[config.mk]
export PLATFORM = sky130hd
export DESIGN_NAME = dle_byte_destuffer
export DESIGN_NICKNAME = d
export VERILOG_FILES = /design/src/rtl/dbd_pkg.sv /design/src/rtl/dbd_cfg.sv /design/src/rtl/dbd_core.sv /design/src/rtl/dbd_ofifo.sv /design/src/rtl/dle_byte_destuffer.sv
export SDC_FILE = /design/constraint.sdc
export NUM_CORES = 1
export LEC_CHECK = 0
export ABC_AREA = 1
export BUFFER_PORTS_ARGS = -buffer_cell sky130_fd_sc_hd__clkbuf_2
export CAP_MARGIN = 20
export CORE_MARGIN = 3
export CORE_UTILIZATION = 50
export CTS_CLUSTER_SIZE = 20
export DETAILED_ROUTE_END_ITERATION = 6
export GPL_TIMING_DRIVEN = 0
export PLACE_DENSITY = 0.71
export REMOVE_ABC_BUFFERS = 1
export SYNTH_ARGS = -nofsm -noshare
export SYNTH_HDL_FRONTEND = slang
export SYNTH_SLANG_ARGS = --single-unit
[constraint.sdc]
create_clock -name i_clk -period 5.55 [get_ports i_clk]
set_clock_uncertainty 0.05 [all_clocks]
set_input_delay 0.2775 -clock i_clk [delete_from_list [all_inputs] [get_ports i_clk]]
set_output_delay 0.2775 -clock i_clk [all_outputs]
set_load 0.01 [all_outputs]
[src/rtl/dbd_pkg.sv]
// ---------------------------------------------------------------------------
// dbd_pkg
// Shared types, constants and helpers for the DLE byte destuffer.
// ---------------------------------------------------------------------------
package dbd_pkg;

    localparam int unsigned MAX_FRAME_LEN_DEF = 2048;

    localparam int unsigned CNT_W    = 12;
    localparam int unsigned POS_W    = 11;
    localparam int unsigned BYTE_W   = 8;
    localparam int unsigned STAT_W   = 2;
    localparam int unsigned APB_AW   = 5;
    localparam int unsigned APB_DW   = 32;
    localparam int unsigned OUT_DW   = 48;
    localparam int unsigned FIFO_DEPTH = 4;

    localparam logic [CNT_W-1:0] CNT_MAX = '1;
    localparam logic [POS_W-1:0] POS_MAX = '1;

    // register indexes (paddr[4:2])
    localparam logic [2:0] REG_MIN_LEN = 3'd0;
    localparam logic [2:0] REG_MAX_LEN = 3'd1;
    localparam logic [2:0] REG_ESC     = 3'd2;
    localparam logic [2:0] REG_SOH     = 3'd3;
    localparam logic [2:0] REG_STX     = 3'd4;
    localparam logic [2:0] REG_ETX     = 3'd5;
    localparam logic [2:0] REG_ISI     = 3'd6;

    typedef enum logic [STAT_W-1:0] {
        ST_OK      = 2'd0,
        ST_LEN_ERR = 2'd1,
        ST_FMT_ERR = 2'd2
    } t_status;

    typedef struct packed {
        logic [CNT_W-1:0]  min_length;
        logic [CNT_W-1:0]  max_length;
        logic [BYTE_W-1:0] escape_code;
        logic [BYTE_W-1:0] soh_code;
        logic [BYTE_W-1:0] stx_code;
        logic [BYTE_W-1:0] etx_code;
        logic [BYTE_W-1:0] isi_code;
    } t_cfg;

    typedef struct packed {
        logic              last;
        logic [OUT_DW-1:0] data;
    } t_entry;

    typedef struct packed {
        logic [1:0] cnt;
        t_entry     e0;
        t_entry     e1;
    } t_push;

    function automatic logic [CNT_W-1:0] sat_inc(input logic [CNT_W-1:0] v);
        return (v == CNT_MAX) ? v : CNT_W'(v + 1'b1);
    endfunction

    function automatic logic [POS_W-1:0] cap_pos(input logic [CNT_W-1:0] v);
        return (v > CNT_W'(POS_MAX)) ? POS_MAX : v[POS_W-1:0];
    endfunction

    // tdata: out_byte, frame_status, out_length, stx_index, etx_index
    function automatic logic [OUT_DW-1:0] pack_out(
        input logic [BYTE_W-1:0] b,
        input logic [STAT_W-1:0] st,
        input logic [CNT_W-1:0]  len,
        input logic [POS_W-1:0]  sp,
        input logic [POS_W-1:0]  ep
    );
        return {4'd0, ep, sp, len, st, b};
    endfunction

endpackage

[src/rtl/dbd_cfg.sv]
// ---------------------------------------------------------------------------
// dbd_cfg
// APB register bank holding lengths and control codes.
// ---------------------------------------------------------------------------
module dbd_cfg (
    input  logic                        i_clk,
    input  logic                        i_rst_n,
    input  logic                        psel,
    input  logic                        penable,
    input  logic                        pwrite,
    input  logic [dbd_pkg::APB_AW-1:0]  paddr,
    input  logic [dbd_pkg::APB_DW-1:0]  pwdata,
    output logic [dbd_pkg::APB_DW-1:0]  prdata,
    output logic                        pready,
    output dbd_pkg::t_cfg               o_cfg
);

    dbd_pkg::t_cfg r_cfg;
    logic [2:0]    w_idx;
    logic          w_wr;

    assign w_idx  = paddr[4:2];
    assign w_wr   = psel && penable && pwrite;
    assign pready = 1'b1;
    assign o_cfg  = r_cfg;

    always_ff @(posedge i_clk) begin
        if (!i_rst_n) begin
            r_cfg.min_length  <= 12'd4;
            r_cfg.max_length  <= 12'd2048;
            r_cfg.escape_code <= 8'd16;
            r_cfg.soh_code    <= 8'd1;
            r_cfg.stx_code    <= 8'd2;
            r_cfg.etx_code    <= 8'd3;
            r_cfg.isi_code    <= 8'd31;
        end else if (w_wr) begin
            case (w_idx)
                dbd_pkg::REG_MIN_LEN: r_cfg.min_length  <= pwdata[11:0];
                dbd_pkg::REG_MAX_LEN: r_cfg.max_length  <= pwdata[11:0];
                dbd_pkg::REG_ESC:     r_cfg.escape_code <= pwdata[7:0];
                dbd_pkg::REG_SOH:     r_cfg.soh_code    <= pwdata[7:0];
                dbd_pkg::REG_STX:     r_cfg.stx_code    <= pwdata[7:0];
                dbd_pkg::REG_ETX:     r_cfg.etx_code    <= pwdata[7:0];
                dbd_pkg::REG_ISI:     r_cfg.isi_code    <= pwdata[7:0];
                default: ;
            endcase
        end
    end

    always_comb begin
        case (w_idx)
            dbd_pkg::REG_MIN_LEN: prdata = {20'd0, r_cfg.min_length};
            dbd_pkg::REG_MAX_LEN: prdata = {20'd0, r_cfg.max_length};
            dbd_pkg::REG_ESC:     prdata = {24'd0, r_cfg.escape_code};
            dbd_pkg::REG_SOH:     prdata = {24'd0, r_cfg.soh_code};
            dbd_pkg::REG_STX:     prdata = {24'd0, r_cfg.stx_code};
            dbd_pkg::REG_ETX:     prdata = {24'd0, r_cfg.etx_code};
            dbd_pkg::REG_ISI:     prdata = {24'd0, r_cfg.isi_code};
            default:              prdata = '0;
        endcase
    end

endmodule

[src/rtl/dbd_core.sv]
// ---------------------------------------------------------------------------
// dbd_core
// Input register, DLE lookahead state and per-frame counters; builds up to
// two output words per input word.
// ---------------------------------------------------------------------------
module dbd_core #(
    parameter int unsigned MAX_FRAME_LEN = dbd_pkg::MAX_FRAME_LEN_DEF
) (
    input  logic                        i_clk,
    input  logic                        i_rst_n,
    input  dbd_pkg::t_cfg               i_cfg,
    input  logic                        i_valid,
    output logic                        o_ready,
    input  logic [dbd_pkg::BYTE_W-1:0]  i_byte,
    input  logic                        i_last,
    input  logic                        i_room2,
    output dbd_pkg::t_push              o_push
);

    logic                       r_in_valid;
    logic [dbd_pkg::BYTE_W-1:0] r_in_byte;
    logic                       r_in_last;

    logic                       r_esc_pend, n_esc_pend;
    logic [dbd_pkg::CNT_W-1:0]  r_raw, n_raw;
    logic [dbd_pkg::CNT_W-1:0]  r_kept, n_kept;
    logic [dbd_pkg::POS_W-1:0]  r_stx_pos, n_stx_pos;
    logic [dbd_pkg::POS_W-1:0]  r_etx_pos, n_etx_pos;
    logic                       r_stx_found, n_stx_found;
    logic                       r_etx_found, n_etx_found;

    logic                       w_adv;
    logic                       w_is_stx, w_is_etx, w_drop, w_emit_dle, w_emit_b;
    logic [dbd_pkg::CNT_W-1:0]  w_raw, w_kept1, w_kept2;
    logic [dbd_pkg::POS_W-1:0]  w_stx_pos, w_etx_pos;
    logic                       w_stx_found, w_etx_found;
    dbd_pkg::t_status           w_status;
    dbd_pkg::t_entry            w_dle_e, w_b_e;

    assign w_adv   = r_in_valid && i_room2;
    assign o_ready = !r_in_valid || w_adv;

    always_ff @(posedge i_clk) begin
        if (!i_rst_n) begin
            r_in_valid <= 1'b0;
        end else if (o_ready) begin
            r_in_valid <= i_valid;
        end
    end

    always_ff @(posedge i_clk) begin
        if (o_ready && i_valid) begin
            r_in_byte <= i_byte;
            r_in_last <= i_last;
        end
    end

    always_comb begin
        w_raw    = dbd_pkg::sat_inc(r_raw);
        w_is_stx = r_esc_pend && (r_in_byte == i_cfg.stx_code);
        w_is_etx = r_esc_pend && (r_in_byte == i_cfg.etx_code);
        w_drop   = r_esc_pend && ((r_in_byte == i_cfg.soh_code) || w_is_stx ||
                   w_is_etx || (r_in_byte == i_cfg.isi_code));
        w_emit_dle = r_esc_pend && !w_drop;
        w_emit_b   = !((r_in_byte == i_cfg.escape_code) && !r_in_last);

        w_stx_pos   = w_is_stx ? dbd_pkg::cap_pos(r_kept) : r_stx_pos;
        w_etx_pos   = w_is_etx ? dbd_pkg::cap_pos(r_kept) : r_etx_pos;
        w_stx_found = r_stx_found || w_is_stx;
        w_etx_found = r_etx_found || w_is_etx;

        w_kept1 = w_emit_dle ? dbd_pkg::sat_inc(r_kept) : r_kept;
        w_kept2 = w_emit_b   ? dbd_pkg::sat_inc(w_kept1) : w_kept1;

        if ((w_raw < i_cfg.min_length) || (w_raw > i_cfg.max_length) ||
            ({20'd0, w_raw} > 32'(MAX_FRAME_LEN))) begin
            w_status = dbd_pkg::ST_LEN_ERR;
        end else if (!w_stx_found || !w_etx_found || (w_stx_pos >= w_etx_pos)) begin
            w_status = dbd_pkg::ST_FMT_ERR;
        end else begin
            w_status = dbd_pkg::ST_OK;
        end

        w_dle_e.last = 1'b0;
        w_dle_e.data = dbd_pkg::pack_out(i_cfg.escape_code, '0, '0, '0, '0);
        w_b_e.last   = r_in_last;
        if (r_in_last) begin
            w_b_e.data = dbd_pkg::pack_out(r_in_byte, w_status, w_kept2,
                                           w_stx_pos, w_etx_pos);
        end else begin
            w_b_e.data = dbd_pkg::pack_out(r_in_byte, '0, '0, '0, '0);
        end

        o_push.e1 = w_b_e;
        if (w_emit_dle) begin
            o_push.e0  = w_dle_e;
            o_push.cnt = w_emit_b ? 2'd2 : 2'd1;
        end else begin
            o_push.e0  = w_b_e;
            o_push.cnt = w_emit_b ? 2'd1 : 2'd0;
        end
        if (!w_adv) begin
            o_push.cnt = 2'd0;
        end

        n_esc_pend  = r_esc_pend;
        n_raw       = r_raw;
        n_kept      = r_kept;
        n_stx_pos   = r_stx_pos;
        n_etx_pos   = r_etx_pos;
        n_stx_found = r_stx_found;
        n_etx_found = r_etx_found;
        if (w_adv) begin
            if (r_in_last) begin
                n_esc_pend  = 1'b0;
                n_raw       = '0;
                n_kept      = '0;
                n_stx_pos   = '0;
                n_etx_pos   = '0;
                n_stx_found = 1'b0;
                n_etx_found = 1'b0;
            end else begin
                n_esc_pend  = !w_emit_b;
                n_raw       = w_raw;
                n_kept      = w_kept2;
                n_stx_pos   = w_stx_pos;
                n_etx_pos   = w_etx_pos;
                n_stx_found = w_stx_found;
                n_etx_found = w_etx_found;
            end
        end
    end

    always_ff @(posedge i_clk) begin
        if (!i_rst_n) begin
            r_esc_pend  <= 1'b0;
            r_raw       <= '0;
            r_kept      <= '0;
            r_stx_pos   <= '0;
            r_etx_pos   <= '0;
            r_stx_found <= 1'b0;
            r_etx_found <= 1'b0;
        end else begin
            r_esc_pend  <= n_esc_pend;
            r_raw       <= n_raw;
            r_kept      <= n_kept;
            r_stx_pos   <= n_stx_pos;
            r_etx_pos   <= n_etx_pos;
            r_stx_found <= n_stx_found;
            r_etx_found <= n_etx_found;
        end
    end

    a_frame_clear: assert property (@(posedge i_clk) disable iff (!i_rst_n)
        (w_adv && r_in_last) |=> (r_raw == '0) && (r_kept == '0) && !r_esc_pend)
        else $error("frame state not cleared after last word");

    a_last_emits: assert property (@(posedge i_clk) disable iff (!i_rst_n)
        (w_adv && r_in_last) |-> (o_push.cnt != 2'd0))
        else $error("last word produced no output");

    a_pos_bound: assert property (@(posedge i_clk) disable iff (!i_rst_n)
        ({1'b0, r_stx_pos} <= r_kept) && ({1'b0, r_etx_pos} <= r_kept))
        else $error("recorded position beyond output count");

endmodule

[src/rtl/dbd_ofifo.sv]
// ---------------------------------------------------------------------------
// dbd_ofifo
// Small output queue; takes up to two words per cycle, gives one while i_ready is high.
// ---------------------------------------------------------------------------
module dbd_ofifo #(
    parameter int unsigned DEPTH = dbd_pkg::FIFO_DEPTH
) (
    input  logic                        i_clk,
    input  logic                        i_rst_n,
    input  dbd_pkg::t_push              i_push,
    output logic                        o_room2,
    output logic                        o_valid,
    input  logic                        i_ready,
    output dbd_pkg::t_entry             o_entry
);

    localparam int unsigned AW = $clog2(DEPTH);
    localparam int unsigned CW = $clog2(DEPTH + 1);

    dbd_pkg::t_entry r_mem [DEPTH];
    logic [AW-1:0]   r_wp, n_wp;
    logic [AW-1:0]   r_rp, n_rp;
    logic [CW-1:0]   r_count, n_count;
    logic            w_pop;

    assign o_valid = (r_count != '0);
    assign o_entry = r_mem[r_rp];
    assign o_room2 = (r_count <= CW'(DEPTH - 2));
    assign w_pop   = o_valid && i_ready;

    always_comb begin
        n_wp    = AW'(r_wp + AW'(i_push.cnt));
        n_rp    = w_pop ? AW'(r_rp + 1'b1) : r_rp;
        n_count = CW'(r_count + CW'(i_push.cnt) - CW'(w_pop));
    end

    always_ff @(posedge i_clk) begin
        if (i_push.cnt != 2'd0) begin
            r_mem[r_wp] <= i_push.e0;
        end
        if (i_push.cnt == 2'd2) begin
            r_mem[AW'(r_wp + 1'b1)] <= i_push.e1;
        end
    end

    always_ff @(posedge i_clk) begin
        if (!i_rst_n) begin
            r_wp    <= '0;
            r_rp    <= '0;
            r_count <= '0;
        end else begin
            r_wp    <= n_wp;
            r_rp    <= n_rp;
            r_count <= n_count;
        end
    end

endmodule

[src/rtl/dle_byte_destuffer.sv]
// Datapath: bytes are registered, then queued; a DLE waits for the next
//   byte and leaves with it, or is dropped before SOH, STX, ETX or ISI.
// Throughput: one input word per cycle while the 4-entry output queue has
//   room for two; a word after a held DLE may yield two output words.
// Reset: synchronous, active low; clears frame state, queue and registers
//   to their default codes and lengths.
// ---------------------------------------------------------------------------
// dle_byte_destuffer
// DLE destuffer with STX/ETX position capture and frame status.
// ---------------------------------------------------------------------------
module dle_byte_destuffer #(
    parameter int unsigned MAX_FRAME_LEN = dbd_pkg::MAX_FRAME_LEN_DEF
) (
    input  logic                        i_clk,
    input  logic                        i_rst_n,
    input  logic                        s_axis_tvalid,
    output logic                        s_axis_tready,
    input  logic [7:0]                  s_axis_tdata,   // [7:0] data_byte
    input  logic                        s_axis_tlast,
    output logic                        m_axis_tvalid,
    input  logic                        m_axis_tready,
    // [7:0] out_byte, [9:8] frame_status, [21:10] out_length,
    // [32:22] stx_index, [43:33] etx_index, [47:44] zero
    output logic [dbd_pkg::OUT_DW-1:0]  m_axis_tdata,
    output logic                        m_axis_tlast,
    input  logic                        psel,
    input  logic                        penable,
    input  logic                        pwrite,
    input  logic [dbd_pkg::APB_AW-1:0]  paddr,
    input  logic [dbd_pkg::APB_DW-1:0]  pwdata,
    output logic [dbd_pkg::APB_DW-1:0]  prdata,
    output logic                        pready
);

    dbd_pkg::t_cfg   w_cfg;
    dbd_pkg::t_push  w_push;
    dbd_pkg::t_entry w_entry;
    logic            w_room2;

    dbd_cfg u_cfg (
        .i_clk   (i_clk),
        .i_rst_n (i_rst_n),
        .psel    (psel),
        .penable (penable),
        .pwrite  (pwrite),
        .paddr   (paddr),
        .pwdata  (pwdata),
        .prdata  (prdata),
        .pready  (pready),
        .o_cfg   (w_cfg)
    );

    dbd_core #(
        .MAX_FRAME_LEN (MAX_FRAME_LEN)
    ) u_core (
        .i_clk   (i_clk),
        .i_rst_n (i_rst_n),
        .i_cfg   (w_cfg),
        .i_valid (s_axis_tvalid),
        .o_ready (s_axis_tready),
        .i_byte  (s_axis_tdata),
        .i_last  (s_axis_tlast),
        .i_room2 (w_room2),
        .o_push  (w_push)
    );

    dbd_ofifo #(
        .DEPTH (dbd_pkg::FIFO_DEPTH)
    ) u_ofifo (
        .i_clk   (i_clk),
        .i_rst_n (i_rst_n),
        .i_push  (w_push),
        .o_room2 (w_room2),
        .o_valid (m_axis_tvalid),
        .i_ready (m_axis_tready),
        .o_entry (w_entry)
    );

    assign m_axis_tdata = w_entry.data;
    assign m_axis_tlast = w_entry.last;

endmodule
==> impl_results.rst <==
.. list-table::
   :header-rows: 1

   * - Metric
     - Value
   * - Mean Syn Cell Area
     - just over 8 µm²
   * - Commonest cells in the netlist
     - 361 x sky130_fd_sc_hd__nand2_1, 317 x sky130_fd_sc_hd__nor2_1, 225 x sky130_fd_sc_hd__inv_1
   * - Critical path arrival
     - around 5.5 ns
   * - Worst setup slack after placement
     - 0.450 ns
   * - Main combinational cell family by area after synthesis
     - simple AND/OR/NAND/NOR gates
   * - Slew @ Worst Pin
     - 0.960 ns
   * - Via-to-Cell Ratio
     - between 5 and 6
   * - Cell at the root of the clock tree
     - sky130_fd_sc_hd__clkbuf_16
   * - Number of maximum-capacitance violations
     - 0
   * - Netlist area before placement
     - ~16000 µm²
   * - XOR/XNOR Fraction of Synth Area
     - less than 1%
   * - Seq/Total Area, Yosys
     - between 40% and 50%
   * - Share of flip-flops with an asynchronous set or reset
     - 0%
   * - Placement row count
     - 65
   * - Total count of hold-check failures in the final report
     - 0
   * - Final HPWL from detailed placement
     - between 20000 and 30000 µm
   * - Clock tree from TritonCTS
     - done
   * - Post-synthesis compound-gate area fraction
     - 16.1%
   * - Port Buf Inserts
     - 89
   * - Clock sink total
     - approximately 310
   * - Area enclosed by the die boundary
     - 35100 µm²
   * - Post-route setup slack
     - approximately 0.28 ns
   * - Htree depth
     - 2
   * - Initial antenna violation count
     - 0
   * - Fraction of the cycle the final worst path needs
     - between 90% and 100%
   * - Chip height
     - 187 µm
   * - Initial cell density of the core
     - between 50% and 60%
   * - Num ports
     - roughly 140
   * - Latest clock arrival within the worst-skew pair
     - ~0.53 ns
   * - Post-route antenna net violation count
     - 0
   * - Final Max Slew Viols
     - 0
   * - Area of the core
     - roughly 32000 µm²
   * - Min cycle time layout
     - 5.27 ns
   * - Routed vias
     - 13838
   * - Share of post-route cells with drive strength above 1
     - ~11%
   * - Count of cell types in the netlist
     - slightly below 50
   * - Antenna cells
     - 0
   * - CP Launch Type
     - register
   * - Arithmetic-cell share of the synthesized area counting full adders, half adders and majority gates
     - ~3.3%
   * - Inst Count DP
     - about 2500
   * - CTS Buffer Depth
     - 3
   * - Setup violators final
     - 0
   * - Layout Nets
     - around 2200
   * - Crit path kind
     - register to register
   * - Total CTS buffers
     - 35
   * - Routability Congestion
     - 0.915
   * - Pre-Repair DR Iteration Count
     - 5
   * - Class of the most critical hold timing path
     - input pin to register
   * - Max-slew headroom
     - approximately 36%
   * - Most common flop cell mapped by yosys
     - sky130_fd_sc_hd__edfxtp_1
   * - Synth-to-Final Area Change
     - 12.3%
   * - Element type at the critical path end
     - register
   * - Worst Path Required
     - between 5 and 6 ns
   * - Power density relative to cell area
     - between 300 and 400 nW/µm²
   * - Cell taking the most area after synthesis
     - sky130_fd_sc_hd__edfxtp_1
   * - Status
     - completed
   * - Drc violations
     - 0
   * - Final routed wire length divided by cell count
     - ~17 µm
   * - Final Power
     - 6.27 mW
   * - Critical Path Fanout Max
     - 33
   * - Final instance area
     - between 15000 and 20000 µm²
   * - Gate Count Post-Synth
     - slightly above 2000
   * - Grt total ovfl
     - 0
   * - Width of the chip
     - approximately 190 µm
   * - Post-CTS Setup Inserts
     - 0
   * - Placement Cell Area
     - around 17000 µm²
   * - Most instantiated library cell after synthesis
     - sky130_fd_sc_hd__nand2_1
   * - Unrepaired setup endpoints after global routing
     - no
   * - Total wirelength of the detailed-routed design
     - ~43000 µm
   * - Clk slew on worst S/H paths
     - 0.06 ns
   * - Peak supply drop
     - 0.000220 V
   * - Final non-filler cell total
     - between 2000 and 3000
   * - Maximum clock frequency
     - about 190 MHz
   * - Flip-flop and latch count after synthesis
     - about 310
   * - Sequential cell area
     - about 8100 µm²
   * - Initial DRC count
     - between 1000 and 1500
   * - Via count of the first global-routing pass
     - ~13000
   * - Lkg Pwr
     - between 7 and 8 nW
   * - Post-synth EDFFs
     - between 150 and 200
   * - Largest net degree at the start of global routing
     - approximately 90
   * - Footprint of the multi-input gates
     - slightly below 7000 µm²
   * - Fraction of the mapped netlist area in simple logic gates
     - 20.6%
   * - Largest cells by area after synthesis
     - sky130_fd_sc_hd__edfxtp_1 35%, sky130_fd_sc_hd__dfxtp_1 15%, sky130_fd_sc_hd__nand2_1 8.3%
   * - Share of cell area taken by muxes after synthesis
     - less than 1%
   * - Global-route wire length before repair
     - about 68000 µm
   * - Tot GR Track Use
     - between 20% and 30%
   * - Warnings from Yosys
     - 0
   * - Fill cell instance count of the final layout
     - between 2000 and 3000
   * - Area share of the largest cell type after synthesis
     - between 30% and 40%
[state kept, by name, summed over array words and instances (netlist names), 2 cells and up, named ones only]
| register | count |
|---|---|
| u_ofifo.r_mem | 180 |
| u_cfg.o_cfg | 64 |
| u_ofifo.r_count | 3 |
| u_core.r_stx_pos | 11 |
| u_core.r_in_byte | 8 |
| u_ofifo.r_rp | 2 |
| u_ofifo.r_wp | 2 |
| u_core.r_kept | 12 |
| u_core.r_raw | 12 |
| u_core.r_etx_pos | 11 |
[metal layers]
metal / track usage (%) / wire length [µm] / vias to the layer above / share of wire [%]
li1: - / - / 6843 / -
met1: 30.8 / 17600 / 6429 / 41
met2: 41.4 / 20800 / 457 / 49
met3: 3.11 / 2860 / 109 / 6.7
met4: 9.13 / 1350 / 0 / 3.2
met5: 0 / 0 / - / 0
[layout by cell type (no fill, tap or decap), drive strengths merged, types with 2 or more instances in the layout]
cell,count
nand3b,3
conb,25
o21bai,2
o31ai,2
inv,244
o22ai,77
xnor2,2
or2,3
buf,11
o211ai,4
edfxtp,189
nor2,328
clkinvlp,3
a221oi,4
nand4,24
o21ai,218
a21oi,162
nand2,376
dlygate4sd3,13
nor4,5
o221ai,4
clkbuf,139
nand3,51
xor2,12
a211oi,9
dfxtp,123
bufinv,2
nor3,10
clkinv,9
ha,42
[where the power goes]
group	switching [mW]	internal, mW	total (mW)	leakage, nW
Combinational	0.862	0.403	1.27	4.12
Clock	0.940	1.32	2.27	0.531
Sequential	0.131	2.61	2.74	2.78
[final timing paths]
check                                    from                          endpoint  slack [ns]  cells after the start
max             u_core.r_in_byte[1]$_DFFE_PP_    u_ofifo.r_mem[3][19]$_DFFE_PP_        0.28                     18
min                                   i_rst_n      u_cfg.o_cfg[48]$_SDFFE_PN0P_        0.04                      3
max reg2reg     u_core.r_in_byte[1]$_DFFE_PP_    u_ofifo.r_mem[3][19]$_DFFE_PP_        0.28                     18
min reg2reg  u_core.r_stx_pos[8]$_SDFFE_PN0P_  u_core.r_stx_pos[8]$_SDFFE_PN0P_        0.41                      2
[stage by stage]
stage	hold slack [ns]	setup TNS [ns]	util [%]
after CTS	0.0315	0	57.6
after detailed placement	0.406	0	53.7
after global placement	0.401	-660.23	52.8
after floorplan	0.321	-70.39	-
after global routing	0.0483	0	57.7
final	0.0369	0	57.7
[worst max-delay path: stages (launching register included)]
cell and delay [ns]:
sky130_fd_sc_hd__edfxtp_1 0.70, sky130_fd_sc_hd__inv_1 0.23, sky130_fd_sc_hd__nand2_1 0.11, sky130_fd_sc_hd__nand3_1 0.09, sky130_fd_sc_hd__nor2_1 0.22, sky130_fd_sc_hd__nand3_2 0.35
sky130_fd_sc_hd__nand4_4 0.40, sky130_fd_sc_hd__inv_2 0.20, sky130_fd_sc_hd__ha_1 0.23, sky130_fd_sc_hd__nand2_1 0.17, sky130_fd_sc_hd__nor2_1 0.08, sky130_fd_sc_hd__inv_1 0.09
sky130_fd_sc_hd__nor2_1 0.13, sky130_fd_sc_hd__nor2_1 0.74, sky130_fd_sc_hd__inv_1 0.13, sky130_fd_sc_hd__nand2_2 0.69, sky130_fd_sc_hd__inv_1 0.21, sky130_fd_sc_hd__nand2_1 0.12
sky130_fd_sc_hd__inv_1 0.04
[cells by family (layout without fill, tap and decap cells)]
group / Yosys count / count (layout)
multiplexers: 1 / 1
other: 2 / 25
XOR/XNOR: 14 / 14
flip-flops: 312 / 312
AO/OA/AOI/OAI: 487 / 487
buffers and inverters: 369 / 421
AND/OR/NAND/NOR: 800 / 800
adder cells (fa/ha/maj): 43 / 43
[area by class of cell]
class	count	share of cell area [%]
Timing Repair Buffer	113	4.48
Sequential cell	312	44.2
Multi-Input combinational cell	1370	37.3
Clock buffer	50	5.28
Inverter	244	5.03
Clock inverter	14	0.767
Tap cell	435	2.95
[timing repair]
item                                   CTS  global route
endpoints found under the hold margin   15             0
hold buffers                            13             0
setup endpoints to repair                0             3
resized for setup                        0             2
No activity file was read; power rests on OpenSTA's default activity.
